--- src/hbfs_pkg.sv ---
// Package for the hashed bucket FIFO store: sizes, command codes, beat types.
// Used by every module of the block; depends on nothing.
`default_nettype none
package hbfs_pkg;
  localparam int unsigned NumBuckets = 256;
  localparam int unsigned PoolDepth  = 1024;
  localparam int unsigned ValueWidth = 32;
  localparam int unsigned BktW  = $clog2(NumBuckets);
  localparam int unsigned SlotW = $clog2(PoolDepth);
  localparam int unsigned LenW  = SlotW + 1;
  localparam int unsigned UsedW = BktW + 1;
  localparam int unsigned CfgW  = 9;
  localparam int unsigned HashW = 32;
  localparam int unsigned QDepth = 2;

  typedef enum logic [2:0] {
    CmdPut   = 3'd0,
    CmdPoll  = 3'd1,
    CmdPeek  = 3'd2,
    CmdDrop  = 3'd3,
    CmdCount = 3'd4
  } cmd_e;

  typedef enum logic [1:0] {
    StOk    = 2'd0,
    StFull  = 2'd1,
    StEmpty = 2'd2
  } status_e;

  typedef struct packed {
    logic [2:0]            cmd;
    logic [HashW-1:0]      hash;
    logic [ValueWidth-1:0] value;
  } job_t;

  typedef enum logic [2:0] {
    BkInit, BkIdle, BkDiv, BkRead, BkLink, BkExec, BkOut
  } bk_state_e;
endpackage
`default_nettype wire

--- src/hbfs_queue.sv ---
// Short job queue between front and back end.
// Depends on hbfs_pkg.
`default_nettype none
module hbfs_queue (
  input  logic           clk_i,
  input  logic           rst_ni,
  input  hbfs_pkg::job_t wr_job_i,
  input  logic           wr_valid_i,
  output logic           wr_ready_o,
  output hbfs_pkg::job_t rd_job_o,
  output logic           rd_valid_o,
  input  logic           rd_ready_i
);
  import hbfs_pkg::*;
  job_t mem_q [QDepth];
  logic [$clog2(QDepth)-1:0] wp_q, rp_q;
  logic [$clog2(QDepth):0] cnt_q;
  logic wr, rd;

  assign wr_ready_o = cnt_q != ($clog2(QDepth)+1)'(QDepth);
  assign rd_valid_o = cnt_q != '0;
  assign rd_job_o = mem_q[rp_q];
  assign wr = wr_valid_i && wr_ready_o;
  assign rd = rd_valid_o && rd_ready_i;

  always_ff @(posedge clk_i) begin
    if (wr) mem_q[wp_q] <= wr_job_i;
  end

  always_ff @(posedge clk_i or negedge rst_ni) begin
    if (!rst_ni) begin
      wp_q <= '0; rp_q <= '0; cnt_q <= '0;
    end else begin
      if (wr) wp_q <= wp_q + 1'b1;
      if (rd) rp_q <= rp_q + 1'b1;
      cnt_q <= cnt_q + {{$clog2(QDepth){1'b0}}, wr} - {{$clog2(QDepth){1'b0}}, rd};
    end
  end

`ifndef SYNTHESIS
  a_cnt_bound: assert property (@(posedge clk_i) disable iff (!rst_ni)
    cnt_q <= ($clog2(QDepth)+1)'(QDepth)) else $error("queue overflow");
  a_empty_no_rd: assert property (@(posedge clk_i) disable iff (!rst_ni)
    (cnt_q == '0) |-> !rd) else $error("read from empty queue");
  a_cnt_step: assert property (@(posedge clk_i) disable iff (!rst_ni)
    (wr && !rd) |=> cnt_q == $past(cnt_q) + 1'b1) else $error("count slip");
`endif
endmodule
`default_nettype wire

--- config.mk ---
export PLATFORM = sky130hd
export DESIGN_NAME = hbfs_queue
export DESIGN_NICKNAME = d
export VERILOG_FILES = /design/src/hbfs_pkg.sv /design/src/hbfs_queue.sv
export SDC_FILE = /design/constraint.sdc
export NUM_CORES = 1
export LEC_CHECK = 0
export BUFFER_PORTS_ARGS = -buffer_cell sky130_fd_sc_hd__buf_4
export CORE_MARGIN = 3
export CORE_UTILIZATION = 56
export CTS_CLUSTER_SIZE = 14
export DETAILED_ROUTE_END_ITERATION = 7
export PLACE_DENSITY = 0.9
export SLEW_MARGIN = 20
export SYNTH_ARGS = -nofsm -noshare
export SYNTH_HDL_FRONTEND = slang
export SYNTH_SLANG_ARGS = --single-unit
--- constraint.sdc ---
create_clock -name clk_i -period 8.7 [get_ports clk_i]
set_input_delay 1.74 -clock clk_i [delete_from_list [all_inputs] [get_ports clk_i]]
set_output_delay 1.74 -clock clk_i [all_outputs]
set_load 0.01 [all_outputs]
==> summary.txt <==
Global route
  – Largest net degree at the start of global routing: 69
  – Vias in the first global route: 2806
  – Initial antenna violation count: 0
  – GRT Overall Usage: 19.39%
  – Global-route wire length before repair: 14610 microns
  – Gr ovfl total: 0

Critical path
  – CP max stage cell: dfrtp_4
  – Startpoint types: flop
  – Crit path kind: flop to primary output
  – Crit path arrival time: 2.20 ns
  – Worst Path Buf+Inv: 1
  – Critical path, cell by cell: mux2_2, buf_4
  – Crit path max-delay family: flip-flops
  – Reg2Reg Depth: 4
  – Crit. End Element: primary output
  – Worst path required time: 6.96 ns
  – WP depth: 2
  – Worst-path maximum fanout: 68
  – CP peak stage delay: 1.10 ns

Pwr
  – Maximum vdd drop: 0.3816 mV
  – Leak: 2.619 nW
  – Total power: 2.338 mW
  – PwrDens: 342.8 nW/um^2

Floorplan
  – Standard-cell rows: 34
  – Initial Utilization: 58.43%
  – Die H: 101.9 microns
  – Core footprint: 8806 sq um
  – Io pins: 140
  – Total Die Area: 10370 sq um
  – Chip Width: 101.9 microns

Clock network
  – Clock Pin Slew Worst Setup and Hold Paths: 0.06 ns
  – Clock latency on the worst-skew pair: 0.50 ns
  – Post-CTS Hold Buffers: 0
  – Htree depth: 4
  – CTS root buffer: clkbuf_8
  – Post-CTS Repair Setup Buffers: 0
  – Post-cts resize count: 0
  – CTS tree: yes
  – Number of CTS-inserted buffers: 17
  – Clock tree sinks: 138
  – CTS Buffer Depth: 2

Synth
  – Synth Net Count: 303
  – Post-Syn Area: 5145 sq um
  – Post-synth EDFFs: 134
  – Post-synth ARST share: 2.899%
  – Sequential area share after synthesis: 80.16%
  – Dominant synthesized flop cell: edfxtp_1
  – Main combinational cell family by area after synthesis: multiplexers
  – Seq cells post-synth: 138
  – Post-Synth XOR/XNOR Area: 0.5107%
  – Synth Warn #: 0
  – Mapped Cells: 231
  – Top post-synthesis cells by area: edfxtp_1 78%, mux2_2 10%, mux2_4 5.8%
  – Simple-gate portion of the synthesized area: 0.9484%
  – Top cells by count, synth: 134 x edfxtp_1, 47 x mux2_2, 20 x mux2_4, 4 x buf_2, 4 x dfrtp_1
  – Leading area contributor after synthesis: edfxtp_1
  – Compound-gate portion of the synthesized area: 0.6080%
  – Most frequent cell after synthesis: edfxtp_1
  – Mean Syn Cell Area: 22.27 sq um
  – Yosys top cell area share: 78.21%
  – Mux cell area share after synthesis: 16.12%
  – Post-Synth Adder-Cell Area: 0.2432%
  – Cell variety after synth: 20

Finish
  – Antenna Diode Count: 0
  – Area Growth Syn to Fin: 32.59%
  – Layout cells sized above 1: 61.36%
  – Fin area: 6822 sq um
  – Fin nets: 455

Routing
  – TritonRoute pass-1 iters: 4
  – Vias per cell: 5.246
  – Via count: 2644
  – DRC: 0
  – Routed wire per std cell: 19.04 microns
  – Detailed-route wire length: 9595 microns
  – Final ANT Viol Nets: 0
  – Initial DRC count: 167

STA
  – Slew Limit Fails: 0
  – Final Setup Violations: 0
  – Period Utilization, post-route: 45.34%
  – Final hold vios: 0
  – Tmin final: 3.945 ns
  – Worst slew pin tran: 1.005 ns
  – Clk_skew: 0.006961 ns
  – FMAX: 253.5 MHz
  – Unrepaired setup endpoints after global routing: no
  – Slew margin rel.: 32.98%
  – Setup TNS: 0 ns

Placement
  – HPWL after DPL: 5877 microns
  – Final GP Congestion: 0.7030
  – IO Port Bufs: 139
  – Dpl cell area: 6279 sq um

Run status
  – Run status: completed

Worst hold path
  – Worst hold path class: flop to flop
  – Hold depth: 1

Run
  – # Max-Cap Violations: 0
-- state kept, by name, indices dropped and copies added, names as in the netlist --
register,count
rp_q,1
wp_q,1
mem_q,134
cnt_q,2
-- final timing paths --
path | start | endpoint | slack, ns
hold / removal | wp_q | wp_q | 0.61
hold reg to reg | wp_q | wp_q | 0.61
min in group asynchronous | rst_ni | cnt_q[0] | 1.02
setup / recovery | rp_q | rd_job_o[54] | 4.76
setup reg to reg | cnt_q[0] | mem_q[0][14] | 6.18
max in group asynchronous | rst_ni | rp_q | 7.56
-- layout by cell type, fill, tap and decap left out, drive strengths merged --
cell type and instances:
nand2 2, nor2b 1, clkinvlp 5, inv 2
nor2 3, dfrtp 4, nand2b 1, xnor2 3
or2 1, clkinv 6, bufinv 1, mux2 67
o21ai 1, nand3 1, edfxtp 134, and3 1
a21bo 1, buf 141, a211oi 1, ha 1
clkbuf 18, a32oi 1
-- cells by family (layout without fill, tap and decap cells) --
logic type,after synthesis,in the layout
muxes,67,67
AOI/OAI and AO/OA,4,4
DFF,138,138
xor gates and xnor gates,3,3
and+or+nand+nor,10,10
adders and majority gates,1,1
buffers and inverters,8,173
-- layer usage --
layer  global-route usage [%]  part of all wire (%)
met5                        0                     0
met4                    7.770                   1.5
met3                    6.416                   7.5
met2                    33.00                    53
met1                    22.99                    38
-- metrics by stage --
step | instances | utilization, % | setup slack (ns) | hold WS, ns
2_1_floorplan | 231 | - | 3.592 | 0.4602
3_3_place_gp | 472 | 71.30 | 5.075 | 0.5401
3_5_place_dp | 472 | 71.30 | 4.989 | 0.6169
4_1_cts | 504 | 77.47 | 4.711 | 0.6261
5_1_grt | 504 | 77.47 | 4.661 | 0.6465
6_report | 504 | 77.47 | 4.755 | 0.6080
-- area by class of cell --
type,instances,area [sq um]
multi-input cells,85,957.2
fillers,464,1984
flip-flops and latches,138,4128
clock buffers,18,417.9
well taps,108,135.1
clock inverters,14,125.1
repair buffers,141,1059
-- power breakdown --
| group | leakage, nW | switching, mW | internal, mW |
|---|---|---|---|
| Clock | 0.251 | 0.262 | 0.379 |
| Combinational | 1.07 | 0.287 | 0.385 |
| Sequential | 1.29 | 0.114 | 0.911 |
| Total | 2.62 | 0.663 | 1.67 |
Note: power is estimated with default switching activity, not from simulation.
