===== config.mk =====
export PLATFORM = sky130hd
export DESIGN_NAME = hbfs_front
export DESIGN_NICKNAME = d
export VERILOG_FILES = /design/src/hbfs_pkg.sv /design/src/hbfs_front.sv
export SDC_FILE = /design/constraint.sdc
export NUM_CORES = 1
export LEC_CHECK = 0
export BUFFER_PORTS_ARGS = -buffer_cell sky130_fd_sc_hd__buf_2
export CAP_MARGIN = 20
export CORE_UTILIZATION = 47
export DETAILED_ROUTE_END_ITERATION = 10
export GPL_TIMING_DRIVEN = 0
export PLACE_DENSITY = 0.78
export SKIP_LAST_GASP = 1
export SYNTH_ARGS = -nofsm -noshare
export SYNTH_HDL_FRONTEND = slang
export SYNTH_SLANG_ARGS = --single-unit

===== constraint.sdc =====
create_clock -name clk_i -period 7.51 [get_ports clk_i]
set_input_delay 0.751 -clock clk_i [delete_from_list [all_inputs] [get_ports clk_i]]
set_output_delay 0.751 -clock clk_i [all_outputs]
set_load 0.01 [all_outputs]

===== src/hbfs_pkg.sv =====
// Package for the hashed bucket FIFO store: sizes, command codes, beat types.
// Used by every module of the block; depends on nothing.
`default_nettype none
package hbfs_pkg;
  localparam int unsigned NumBuckets = 256;
  localparam int unsigned PoolDepth  = 1024;
  localparam int unsigned ValueWidth = 32;
  localparam int unsigned BktW  = $clog2(NumBuckets);
  localparam int unsigned SlotW = $clog2(PoolDepth);
  localparam int unsigned LenW  = SlotW + 1;
  localparam int unsigned UsedW = BktW + 1;
  localparam int unsigned CfgW  = 9;
  localparam int unsigned HashW = 32;
  localparam int unsigned QDepth = 2;

  typedef enum logic [2:0] {
    CmdPut   = 3'd0,
    CmdPoll  = 3'd1,
    CmdPeek  = 3'd2,
    CmdDrop  = 3'd3,
    CmdCount = 3'd4
  } cmd_e;

  typedef enum logic [1:0] {
    StOk    = 2'd0,
    StFull  = 2'd1,
    StEmpty = 2'd2
  } status_e;

  typedef struct packed {
    logic [2:0]            cmd;
    logic [HashW-1:0]      hash;
    logic [ValueWidth-1:0] value;
  } job_t;

  typedef enum logic [2:0] {
    BkInit, BkIdle, BkDiv, BkRead, BkLink, BkExec, BkOut
  } bk_state_e;
endpackage
`default_nettype wire


===== src/hbfs_front.sv =====
// Front end: hashes key bytes and emits one job per key end.
// Depends on hbfs_pkg.
`default_nettype none
module hbfs_front (
  input  logic           clk_i,
  input  logic           rst_ni,
  input  logic [2:0]     command_i,
  input  logic           has_byte_i,
  input  logic [7:0]     key_byte_i,
  input  logic           key_last_i,
  input  logic [31:0]    value_in_i,
  input  logic           in_valid_i,
  output logic           in_ready_o,
  output hbfs_pkg::job_t job_o,
  output logic           job_valid_o,
  input  logic           job_ready_i
);
  import hbfs_pkg::*;
  logic [HashW-1:0] hash_q, hash_d, hash_new;
  logic acc;

  assign in_ready_o = !key_last_i || job_ready_i;
  assign acc = in_valid_i && in_ready_o;
  assign hash_new = has_byte_i ? {hash_q[HashW-2:0], 1'b0} + HashW'(key_byte_i) : hash_q;
  assign job_valid_o = in_valid_i && key_last_i;
  assign job_o = '{cmd: command_i, hash: hash_new, value: value_in_i[ValueWidth-1:0]};

  always_comb begin
    hash_d = hash_q;
    if (acc) hash_d = key_last_i ? '0 : hash_new;
  end

  always_ff @(posedge clk_i or negedge rst_ni) begin
    if (!rst_ni) hash_q <= '0;
    else hash_q <= hash_d;
  end
endmodule
`default_nettype wire


==> results of run 1 <==
[worst reg2reg max path, delay by kind of cell, from the launching register on]
family	cells	cell delay [ns]
compound gates	3	1.00
flops	1	0.40
fa+ha+maj	2	0.67
simple gates	2	0.41
[cells by family (layout without fill, tap and decap cells)]
logic type / after synthesis / after routing / share of synthesized area, %
AOI/OAI and AO/OA: 93 / 93 / 21.59
xor gates and xnor gates: 21 / 21 / 6.224
adders and majority gates: 8 / 8 / 3.641
buffers and inverters: 67 / 155 / 14.82
DFF: 32 / 32 / 27.10
muxes: 6 / 6 / 2.286
and+or+nand+nor: 134 / 134 / 24.34
[path summary, 6_finish.rpt]
| kind | start | end | slack (ns) | depth (start not counted) |
|---|---|---|---|---|
| setup reg to reg | hash_q[0]$_DFFE_PN0P_ | hash_q[17]$_DFFE_PN0P_ | 4.92 | 7 |
| min in group asynchronous | rst_ni | hash_q[0]$_DFFE_PN0P_ | 0.53 | 1 |
| hold / removal | hash_q[31]$_DFFE_PN0P_ | hash_q[31]$_DFFE_PN0P_ | 0.51 | 2 |
| hold reg to reg | hash_q[31]$_DFFE_PN0P_ | hash_q[31]$_DFFE_PN0P_ | 0.51 | 2 |
| setup / recovery | key_byte_i[1] | job_o[63] | 3.65 | 9 |
| max in group asynchronous | rst_ni | hash_q[13]$_DFFE_PN0P_ | 6.49 | 1 |
[cell usage in the layout, fill, tap and decap left out, types with 3 or more instances in the layout]
cell type / Yosys / final
xor2_1: 6 / 6
ha_1: 7 / 7
a31oi_1: 5 / 5
inv_1: 9 / 9
nand2b_1: 3 / 3
xnor2_1: 15 / 15
clkbuf_8: 3 / 9
o21ai_0: 25 / 25
buf_2: 0 / 80
o211ai_1: 7 / 7
and3_1: 5 / 5
nor2_1: 34 / 34
o221ai_1: 5 / 5
and2_1: 3 / 3
a221o_1: 7 / 7
nand3_1: 12 / 12
mux2_2: 6 / 6
buf_4: 35 / 35
clkbuf_1: 14 / 16
dfrtp_1: 32 / 32
nand4_1: 4 / 4
nand3b_1: 5 / 5
o2111ai_1: 4 / 4
nand2_1: 44 / 44
a22o_1: 4 / 4
a21oi_1: 24 / 24
a21o_1: 3 / 3
nor3_1: 3 / 3
[area by class of cell]
| type | count | area [um2] |
|---|---|---|
| fill | 559 | 2451 |
| multi-input combinational | 262 | 1717 |
| sequential | 32 | 800.8 |
| buffer | 58 | 404.1 |
| timing repair buffer | 80 | 400.4 |
| tap | 75 | 93.84 |
| clock buffer | 8 | 90.09 |
| inverter | 9 | 33.78 |
[routing by layer]
metal / wire [um] / GRT usage [%] / vias to the layer above
li1: - / - / 1434
met1: 3516 / 33.50 / 1389
met2: 3802 / 42.08 / 150
met3: 564 / 4.944 / 9
met4: 98 / 7.143 / 0
met5: 0 / 0 / -
[through the flow]
stage | power [mW] | utilization (%) | worst slack, ns | cell area (um2)
after floorplan | 0.3799 | - | 4.101 | 2955
after global placement | 0.4474 | 57.58 | 3.728 | 3450
after detailed placement | 0.4541 | 57.58 | 3.694 | 3450
after CTS | 0.5967 | 59.09 | 3.687 | 3540
after global routing | 0.6311 | 59.09 | 3.507 | 3540
final | 0.5942 | 59.09 | 3.655 | 3540
[power groups by stage]
| stage | clock network (mW) | logic (mW) | registers (mW) |
|---|---|---|---|
| after floorplan | 0 | 0.177 | 0.203 |
| after global placement | 0 | 0.241 | 0.207 |
| after detailed placement | 0 | 0.247 | 0.207 |
| after CTS | 0.144 | 0.248 | 0.204 |
| final | 0.142 | 0.248 | 0.204 |
| after global routing | 0.151 | 0.273 | 0.207 |
[cell usage after synthesis, drive strengths merged (2+ instances only)]
library cell / n / area share (%)
a31oi: 5 / 1.1
buf: 39 / 9.9
mux2: 6 / 2.3
nor3: 3 / 0.51
a211oi: 2 / 0.51
inv: 9 / 1.1
a21o: 4 / 1.1
a21oi: 25 / 4.4
or4: 2 / 0.64
a221o: 7 / 2.4
and4: 3 / 0.93
nand3: 12 / 2.0
nand3b: 5 / 1.3
dfrtp: 32 / 27
nand4: 5 / 1.6
and3: 6 / 1.3
nor2: 34 / 4.3
xnor2: 15 / 4.4
o21ai: 26 / 4.5
nand2: 44 / 5.6
o221ai: 5 / 1.5
nor4: 4 / 2.3
o211ai: 7 / 1.8
a22o: 4 / 1.2
and2: 5 / 1.1
or3: 2 / 0.42
ha: 7 / 3.0
nand2b: 3 / 0.64
nor2b: 2 / 0.42
clkbuf: 18 / 3.3
o2111ai: 4 / 1.2
xor2: 6 / 1.8
==> key figures, run 1 <==
Status
  – Status: completed

Clock network
  – Clk root buf: clkbuf_8
  – Total CTS buffers: 5
  – Clock transition at path regs: 0.07 ns
  – # hold bufs at CTS: 0
  – Clock Sinks: 32
  – Gates resized, CTS repair: 0
  – Clock latency on the worst-skew pair: around 0.29 ns
  – TritonCTS clock tree: yes
  – Clock buffer depth: 2
  – Setup repair bufs after CTS: 0
  – Depth of the CTS H-tree: 2

Logic synthesis
  – FF+latch count, synth: 32
  – Number of instances in the synthesized netlist: 361
  – Post-synthesis average cell area: 8.187 um2
  – Count of cell types in the netlist: 55
  – Part of the Yosys area used for sequential elements: a little over a quarter
  – Net count after synthesis: roughly 420
  – Share of async-settable or async-resettable flops after synthesis: 100.0%
  – EDFF count, synth: 0
  – Total standard cell area after synthesis: 2955 um2
  – Most common flop cell mapped by yosys: dfrtp_1
  – Yosys warning total: 0

Global route
  – Total congestion overflow after global routing: 0
  – Total GRT Usage: 25.45%
  – Vias in the first global route: 2,724
  – Initial antenna violation count: 0
  – Pin count of the biggest net entering global routing: 33
  – Global-route wire length before repair: around 13,000 um

Setup path
  – Crit Path Max Fanout: 8
  – Type of element launching the critical path: primary input
  – Cells along the critical path: buf_2, ha_1, fa_1, a211oi_1, o21ai_0, a31oi_1, o21ai_0, a31oi_1, buf_2
  – CP bufs+invs: 2
  – Crit path max-delay cell type: a31oi_1
  – Delay of the slowest cell on the worst path: 0.50 ns
  – Critical path data arrival time: 3.10 ns
  – Category of cells accounting for the largest share of critical-path delay: compound AO/OA/AOI/OAI gates
  – Kind of end point of the critical path: output port
  – Worst Setup Path Type: primary input to output port
  – Required arrival time at the worst endpoint: 6.76 ns

Routing
  – Iteration count of the initial detailed-routing pass: 5
  – Routed length per placed instance: 15.23 um
  – Mean number of vias per cell: 5.691
  – Remaining design rule violation count: 0
  – Routed Wire Length: 7982 um
  – Total vias in the final route: roughly 3k
  – Drt first-iter violations: 178
  – Number of antenna-violating nets in the routed design: 0

Timing
  – Post-Route Hold Slack: between 0.5 and 0.6 ns
  – Final worst path period share: 51.34%
  – Number of slew-limit violations in the final report: 0
  – Achievable Freq: 0.2594 GHz
  – Minimum clock period after layout: 3.855 ns
  – Count of endpoints failing setup in the final report: 0
  – Headroom to the max-slew limit: 48.46%
  – Number of hold violations in the final report: 0
  – Skew final: approximately 0.0029 ns
  – Setup repair after global routing missed its margin: false
  – Final setup TNS: 0 ns
  – Worst Max-Slew Pin Slew: 0.7731 ns

Placed design
  – Number of input and output port buffers inserted: 80
  – HPWL after DPL: 5866 um
  – Number of instances in the placed design: 516
  – GPL Wtd Cong: around 0.94

Final layout
  – Number of flip-flops in the largest register: 32
  – NumNets Final: 505
  – Top flop regs: hash_q: 32 flops
  – Reg with most FFs: hash_q
  – Final non-filler cell total: 524
  – Total inserted antenna cells: 0
  – Share of post-route cells with drive strength above 1: 33.41%
  – Post-synthesis to final-layout area growth: 19.77%

Power and ir drop
  – Net Sw Power: 0.2270 mW
  – Fraction of power spent switching nets: 38.21%
  – IR drop worst, VDD: 0.09760 mV
  – Fraction of power consumed by sequential logic: about a third
  – Clock Power Share: between 20% and 30%
  – Combinational share of power: 41.7%
  – Static leakage: 1.684 nW
  – Cell-internal power: 0.3672 mW
  – PD cells: roughly 170 nW/um2

Floorplan
  – Starting Density: 49.33%
  – DIE HEIGHT: 81.30 um
  – Die boundary width: 81.30 um
  – Die area: 6609 um2
  – Core area: 5991 um2
  – Number of cell rows: 28
  – Number of top-level pins: between 100 and 150

Min path
  – Class of the most critical hold timing path: register to register

Flow run
  – Max-Cap Viols: 0
(Power assumes the default switching activity.)
==> run 2, diff against run 1 <==
CORE_UTILIZATION = 45   (was 47)
clock period = 3.15 ns   (was 7.51 ns; I/O delays follow)
==> key figures, run 2 (synthesis gave the netlist of run 1 again) <==
Timing
  – Setup repair after global routing missed its margin: false
  – Headroom to the max-slew limit: 49.84% (+1.4 points)
  – Minimum clock period after layout: 3.024 ns
  – Number of slew-limit violations in the final report: 0 (unchanged)
  – Final setup TNS: 0 ns (unchanged)
  – Count of endpoints failing setup in the final report: 0 (unchanged)
  – Final worst path period share: 95.99%
  – Number of hold violations in the final report: 0 (unchanged)
  – Skew final: 0.003576 ns (+0.0007239 ns)
  – Achievable Freq: around 0.33 GHz
  – Worst Max-Slew Pin Slew: 0.7524 ns (-0.02065 ns)

Clock network
  – Clock Sinks: 32 (unchanged)
  – Clock transition at path regs: 0.07 ns (about the same)
  – Clock latency on the worst-skew pair: 0.29 ns (about the same)
  – TritonCTS clock tree: yes
  – # hold bufs at CTS: 0 (unchanged)
  – Clk root buf: clkbuf_8
  – Clock buffer depth: 2 (unchanged)
  – Depth of the CTS H-tree: 2 (unchanged)
  – Total CTS buffers: 5 (unchanged)

Routing
  – Number of antenna-violating nets in the routed design: 0 (unchanged)
  – Routed length per placed instance: 15.03 um (-1.4%)
  – Iteration count of the initial detailed-routing pass: 6 (+1)
  – Mean number of vias per cell: 5.650 (-0.72%)
  – Remaining design rule violation count: 0 (unchanged)
  – Total vias in the final route: 2,983 (+0.034%)
  – Routed Wire Length: 7934 um (-0.60%)
  – Drt first-iter violations: 195 (+9.6%)

Global route
  – Total GRT Usage: 22.68% (-2.8 points)
  – Initial antenna violation count: 0 (unchanged)
  – Global-route wire length before repair: 12,720 um (-0.54%)
  – Total congestion overflow after global routing: 0 (unchanged)
  – Vias in the first global route: 2,635 (-3.3%)
  – Pin count of the biggest net entering global routing: 33 (unchanged)

Power and ir drop
  – Fraction of power consumed by sequential logic: 33.3% (-1.1 points)
  – Combinational share of power: 42.6% (+0.9 points)
  – Static leakage: 1.707 nW (+1.4%)
  – Cell-internal power: 0.9135 mW (+150%)
  – PD cells: 409.7 nW/um2 (+140%)
  – IR drop worst, VDD: 0.2225 mV (+130%)
  – Fraction of power spent switching nets: 37.78% (-0.42 points)
  – Net Sw Power: 0.5548 mW (+140%)
  – Clock Power Share: 24.1% (+0.3 points)

Final layout
  – Number of flip-flops in the largest register: 32 (unchanged)
  – NumNets Final: 508 (+0.59%)
  – Count of filler cells inserted in the layout: 569 (+1.8%)
  – Final non-filler cell total: 528 (+0.76%)
  – Commonest non-fill, non-tap cell in the layout: buf_2
  – Total inserted antenna cells: 0 (unchanged)
  – Reg with most FFs: hash_q
  – Top flop regs: hash_q: 32 flops
  – Share of post-route cells with drive strength above 1: 34.81% (+1.4 points)
  – Top library cells by usage in the layout, fill and taps aside: buf_2 (80), nand2_1 (44), buf_4 (38), nor2_1 (34), dfrtp_1 (32)
  – Post-synthesis to final-layout area growth: 21.25%

Setup path
  – Worst Setup Path Type: register to output port
  – Required arrival time at the worst endpoint: 2.83 ns (-3.93 ns)
  – Kind of end point of the critical path: output port
  – Crit Path Max Fanout: 8 (unchanged)
  – Type of element launching the critical path: register
  – Critical path data arrival time: 2.71 ns (-0.39 ns)

Placed design
  – Number of instances in the placed design: 518 (+0.39%)
  – HPWL after DPL: 5820 um (-0.78%)
  – GPL Wtd Cong: 0.9213 (-1.6%)
  – Number of input and output port buffers inserted: 80 (unchanged)

Min path
  – Class of the most critical hold timing path: primary input to asynchronous set/reset pin

Floorplan
  – Die area: 6896 um2 (+4.3%)
  – DIE HEIGHT: 83.04 um (+2.1%)
  – Number of top-level pins: 118 (unchanged)
  – Core area: 6350 um2 (+6.0%)
  – Number of cell rows: 29 (+3.6%)
  – Starting Density: 46.54% (-2.8 points)
  – Die boundary width: 83.04 um (+2.1%)

Flow run
  – Max-Cap Viols: 0 (unchanged)

Status
  – Status: completed
## run 2: timing repair
item                       4_1_cts  5_1_grt
buffers inserted                 0        3
setup endpoints to repair        4       14
gates resized for setup          2        2
pin swaps                        0        3
## run 2: metal layers
metal / share of wire, % / GRT usage (%) / up-vias
li1: - / - / 1423
met1: 43 / 30.39 / 1410
met2: 47 / 36.29 / 139
met3: 8.6 / 5.567 / 11
met4: 1.5 / 6.583 / 0
met5: 0 / 0 / -
## run 2: worst paths after layout
check                                  startpoint                      to  slack (ns)  depth (start not counted)
setup / recovery            hash_q[6]$_DFFE_PN0P_               job_o[49]        0.13                          7
setup reg to reg            hash_q[0]$_DFFE_PN0P_  hash_q[17]$_DFFE_PN0P_        0.73                          7
min in group clk_i                     in_valid_i   hash_q[1]$_DFFE_PN0P_        0.31                          3
max in group asynchronous                  rst_ni  hash_q[30]$_DFFE_PN0P_        2.58                          1
hold reg to reg            hash_q[31]$_DFFE_PN0P_  hash_q[31]$_DFFE_PN0P_        0.51                          2
hold / removal                             rst_ni   hash_q[0]$_DFFE_PN0P_        0.09                          1
## run 2: power groups by stage
stage / clock [mW] / combinational, mW / sequential [mW]
floorplan: 0 / 0.421 / 0.485
global placement: 0 / 0.574 / 0.493
detailed placement: 0 / 0.590 / 0.495
CTS: 0.360 / 0.599 / 0.488
global route: 0.374 / 0.676 / 0.493
finish: 0.354 / 0.626 / 0.488
## run 2: per-stage QoR
step / cell area (um2) / util, % / setup WS, ns / hold WS [ns] / power, mW
2_1_floorplan: 2955 / - / 0.5609 / 0.01941 / 0.9057
3_3_place_gp: 3452 / 54.36 / 0.2450 / 0.4153 / 1.067
3_5_place_dp: 3452 / 54.36 / 0.1946 / 0.4280 / 1.085
4_1_cts: 3560 / 56.06 / 0.03000 / 0.1156 / 1.447
5_1_grt: 3583 / 56.43 / 0.003315 / 0.1466 / 1.544
6_report: 3583 / 56.43 / 0.1263 / 0.08710 / 1.468
## run 2: layout make-up
class | count | area (um2) | share of cell area, %
sequential | 32 | 800.8 | 22.35
buffer | 58 | 405.4 | 11.31
multi-input combinational | 262 | 1728 | 48.22
inverter | 9 | 33.78 | 0.9427
tap | 77 | 96.34 | 2.689
clock buffer | 7 | 96.34 | 2.689
timing repair buffer | 83 | 422.9 | 11.80
## run 2: worst max-delay path: stages, from the launching register on
cell and delay, ns:
dfrtp_1 0.40, ha_1 0.42, nand2_1 0.18, a21o_2 0.34
nor2_1 0.48, and3_1 0.26, o221ai_1 0.15, buf_2 0.18
==> run 3, diff against run 2 <==
ABC_AREA = 1   (was default)
CORE_UTILIZATION = 46   (was 45)
==> key figures, run 3 <==
Final layout
  – Top library cells by usage in the layout, fill and taps aside: nand2_1 (167), buf_2 (86), nand3_1 (81), inv_1 (70), buf_4 (35)
  – Area of all placed cells without fillers: 3840 um2 (+7.2%)
  – Area of combinational cells with multiple inputs: 1818 um2 (+5.2%)
  – Reg with most FFs: hash_q
  – NumNets Final: 671 (+32%)
  – Total inserted antenna cells: 0 (unchanged)
  – Commonest non-fill, non-tap cell in the layout: nand2_1
  – Area used by sequential logic in the layout: 800.8 um2 (unchanged)
  – Post-synthesis to final-layout area growth: 19.09%
  – Count of filler cells inserted in the layout: 697 (+22%)
  – Share of post-route cells with drive strength above 1: 25.20% (-9.6 points)
  – Top flop regs: hash_q: 32 flops
  – Number of flip-flops in the largest register: 32 (unchanged)

Routing
  – Routed length per placed instance: 12.79 um (-15%)
  – Routed Wire Length: 9091 um (+15%)
  – Drt first-iter violations: 219 (+12%)
  – Iteration count of the initial detailed-routing pass: 7 (+1)
  – Remaining design rule violation count: 0 (unchanged)
  – Mean number of vias per cell: 4.996 (-12%)
  – Total vias in the final route: 3,552 (+19%)
  – Number of antenna-violating nets in the routed design: 0 (unchanged)

Logic synthesis
  – Net count after synthesis: 583 (+39%)
  – Count of cell types in the netlist: 34 (-38%)
  – Post-synthesis average cell area: 6.130 um2 (-25%)
  – Most frequent cell after synthesis: nand2_1
  – Total standard cell area after synthesis: 3224 um2 (+9.1%)
  – Synth Area in Compound Gates: 6.092% (-15 points)
  – Part of the Yosys area used for sequential elements: 24.84% (-2.3 points)
  – EDFF count, synth: 0 (unchanged)
  – Share of synthesized cell area in full adder, half adder and majority cells: 3.337% (-0.30 points)
  – Top cell types by occurrence after synthesis: nand2_1 (167), nand3_1 (81), inv_1 (70)
  – Top cell type's share of synthesized area: 24.84% (-2.3 points)
  – FF+latch count, synth: 32 (unchanged)
  – Multiplexer share of the synthesized area: 0% (-2.3 points)
  – Top cell type by total area after synthesis: dfrtp_1
  – Most area-consuming cells after synthesis: dfrtp_1 (25%), nand2_1 (19%), nand3_1 (13%), buf_4 (8.1%), inv_1 (8.1%)
  – Largest family of logic cells by synthesized area: simple AND/OR/NAND/NOR gates
  – Most common flop cell mapped by yosys: dfrtp_1
  – Synthesized-area fraction occupied by xor and xnor cells: 1.630% (-4.6 points)
  – Simple-gate share of the synthesized area: 45.32% (+21 points)
  – Share of async-settable or async-resettable flops after synthesis: 100.0% (unchanged)
  – Number of instances in the synthesized netlist: 526 (+46%)
  – Yosys warning total: 0 (unchanged)

Timing
  – Final setup TNS: 0 ns (unchanged)
  – Minimum clock period after layout: 2.814 ns (-0.2099 ns)
  – Final worst path period share: 89.33% (-6.7 points)
  – Worst Max-Slew Pin Slew: 0.7649 ns (+0.01241 ns)
  – Achievable Freq: 0.3554 GHz (+7.5%)
  – Headroom to the max-slew limit: 49.01% (-0.83 points)
  – Skew final: 0.006327 ns (+0.002750 ns)
  – Number of slew-limit violations in the final report: 0 (unchanged)
  – Number of hold violations in the final report: 0 (unchanged)
  – Count of endpoints failing setup in the final report: 0 (unchanged)
  – Setup repair after global routing missed its margin: false

Setup path
  – Crit path max-delay cell type: fa_1
  – Required arrival time at the worst endpoint: 2.83 ns (about the same)
  – Capture point of the worst path: job_o[51]
  – Category of cells accounting for the largest share of critical-path delay: simple AND/OR/NAND/NOR gates
  – Worst Setup Path Type: register to output port
  – RR Startpoint: hash_q[0]$_DFFE_PN0P_
  – Kind of end point of the critical path: output port
  – Startpoint of the worst setup timing path: hash_q[0]$_DFFE_PN0P_
  – Crit Path Max Fanout: 5 (-3)
  – Type of element launching the critical path: register
  – Library cell appearing most often on the critical path: nand2_1
  – Critical register-to-register path endpoint: hash_q[13]$_DFFE_PN0P_
  – Number of cells on the worst reg-to-reg path: 11 (+4)
  – Count of cell instances traversed by the critical path: 12 (+5)
  – Cells along the critical path: ha_1, fa_1, nand2_1, nand2_1, nand3_1, nand2_1, nand2_1, nand2_1, nand3_1, nand3_1, and2_1, buf_2
  – Critical path data arrival time: 2.50 ns (-0.21 ns)
  – Worst reg2reg setup slack: 0.97 ns (+0.24 ns)
  – CP bufs+invs: 1 (unchanged)
  – Delay of the slowest cell on the worst path: 0.42 ns (-0.06 ns)

Global route
  – Initial antenna violation count: 0 (unchanged)
  – Total congestion overflow after global routing: 0 (unchanged)
  – Global-route wire length before repair: 14,590 um (+15%)
  – Pin count of the biggest net entering global routing: 33 (unchanged)
  – Total GRT Usage: 25.46% (+2.8 points)
  – Vias in the first global route: 3,169 (+20%)

Power and ir drop
  – IR drop worst, VDD: 0.1781 mV (-20%)
  – Final Total Pwr: 1.390 mW (-5.3%)
  – Static leakage: 2.095 nW (+23%)
  – PD cells: 362.0 nW/um2 (-12%)

Floorplan
  – Die area: 7348 um2 (+6.6%)
  – Starting Density: 47.46% (+0.92 points)
  – DIE HEIGHT: 85.72 um (+3.2%)
  – Die boundary width: 85.72 um (+3.2%)
  – Number of top-level pins: 118 (unchanged)
  – Core area: 6794 um2 (+7.0%)
  – Number of cell rows: 30 (+3.4%)

Clock network
  – TritonCTS clock tree: yes
  – Depth of the CTS H-tree: 2 (unchanged)
  – Clk root buf: clkbuf_8
  – Clock Sinks: 32 (unchanged)
  – Clock latency on the worst-skew pair: 0.29 ns (about the same)
  – Clock transition at path regs: 0.07 ns (about the same)
  – Setup repair bufs after CTS: 0 (unchanged)
  – Clock buffer depth: 2 (unchanged)
  – Gates resized, CTS repair: 0 (-2)
  – Total CTS buffers: 5 (unchanged)
  – # hold bufs at CTS: 0 (unchanged)

Status
  – Status: completed

Min path
  – Class of the most critical hold timing path: primary input to asynchronous set/reset pin

Placed design
  – Number of input and output port buffers inserted: 81 (+1.3%)
  – GPL Wtd Cong: 0.9029 (-2.0%)
  – Instance area after placement: 3750 um2 (+8.6%)
  – HPWL after DPL: 7260 um (+25%)

Flow run
  – Max-Cap Viols: 0 (unchanged)
==> run 3: cell count changes in the layout (fill, tap and decap cells not counted), sizes merged, moves of 7 or more <==
cell	before	now
a21oi	25	2
a221o	7	0
and2	5	17
clkbuf	25	16
inv	9	74
nand2	44	174
nand3	12	84
o211ai	7	0
xnor2	15	2
==> run 3: cells by family after synthesis <==
logic type | count (synthesis)
AND/OR/NAND/NOR | 323
buffers and inverters | 122
AO/OA/AOI/OAI | 35
flip-flops | 32
adder cells (fa/ha/maj) | 8
XOR/XNOR | 6
==> run 3: metal layers <==
| layer | GRT usage, % | share of wire [%] | up-vias |
|---|---|---|---|
| met4 | 8.636 | 2.5 | 0 |
| met3 | 3.754 | 7.4 | 24 |
| li1 | - | - | 1796 |
| met2 | 43.78 | 45 | 169 |
| met1 | 32.73 | 45 | 1563 |
| met5 | 0 | 0 | - |
==> run 3: layout make-up <==
class / instances / share of cell area (%)
buffer: 48 / 8.537
clock buffer: 8 / 2.346
inverter: 74 / 7.234
multi-input combinational: 372 / 47.34
sequential: 32 / 20.85
tap: 96 / 3.128
timing repair buffer: 81 / 10.56
==> run 3: metrics by stage <==
| stage | instances | utilization [%] | hold slack, ns | setup WS, ns |
|---|---|---|---|---|
| floorplan | 526 | - | 0.01941 | 1.021 |
| global route | 711 | 56.52 | 0.1626 | 0.1863 |
| detailed placement | 703 | 55.19 | 0.4384 | 0.6398 |
| global placement | 703 | 55.19 | 0.4282 | 0.6277 |
| CTS | 711 | 56.52 | 0.1291 | 0.3413 |
| finish | 711 | 56.52 | 0.09223 | 0.3362 |
==> run 3: worst reg2reg max path: cells and delay by family, from the launching register on <==
| family | cells | cell delay (ns) |
|---|---|---|
| flip-flops | 1 | 0.40 |
| adder cells (fa/ha/maj) | 2 | 0.64 |
| AND/OR/NAND/NOR | 8 | 0.85 |
| XOR/XNOR | 1 | 0.20 |
==> run 3: worst min path at each step <==
stage,startpoint,to,slack [ns]
CTS,rst_ni,hash_q[18]$_DFFE_PN0P_,0.13
detailed placement,rst_ni,hash_q[30]$_DFFE_PN0P_,0.44
global placement,rst_ni,hash_q[30]$_DFFE_PN0P_,0.43
floorplan,rst_ni,hash_q[0]$_DFFE_PN0P_,0.02
finish,rst_ni,hash_q[30]$_DFFE_PN0P_,0.09
global route,rst_ni,hash_q[21]$_DFFE_PN0P_,0.16
==> run 3: report_power, final <==
group	switching, mW	total [mW]	internal, mW	leakage [nW]
clock	0.162	0.340	0.178	0.0455
sequential	0.0622	0.520	0.458	0.426
combinational	0.314	0.530	0.216	1.62
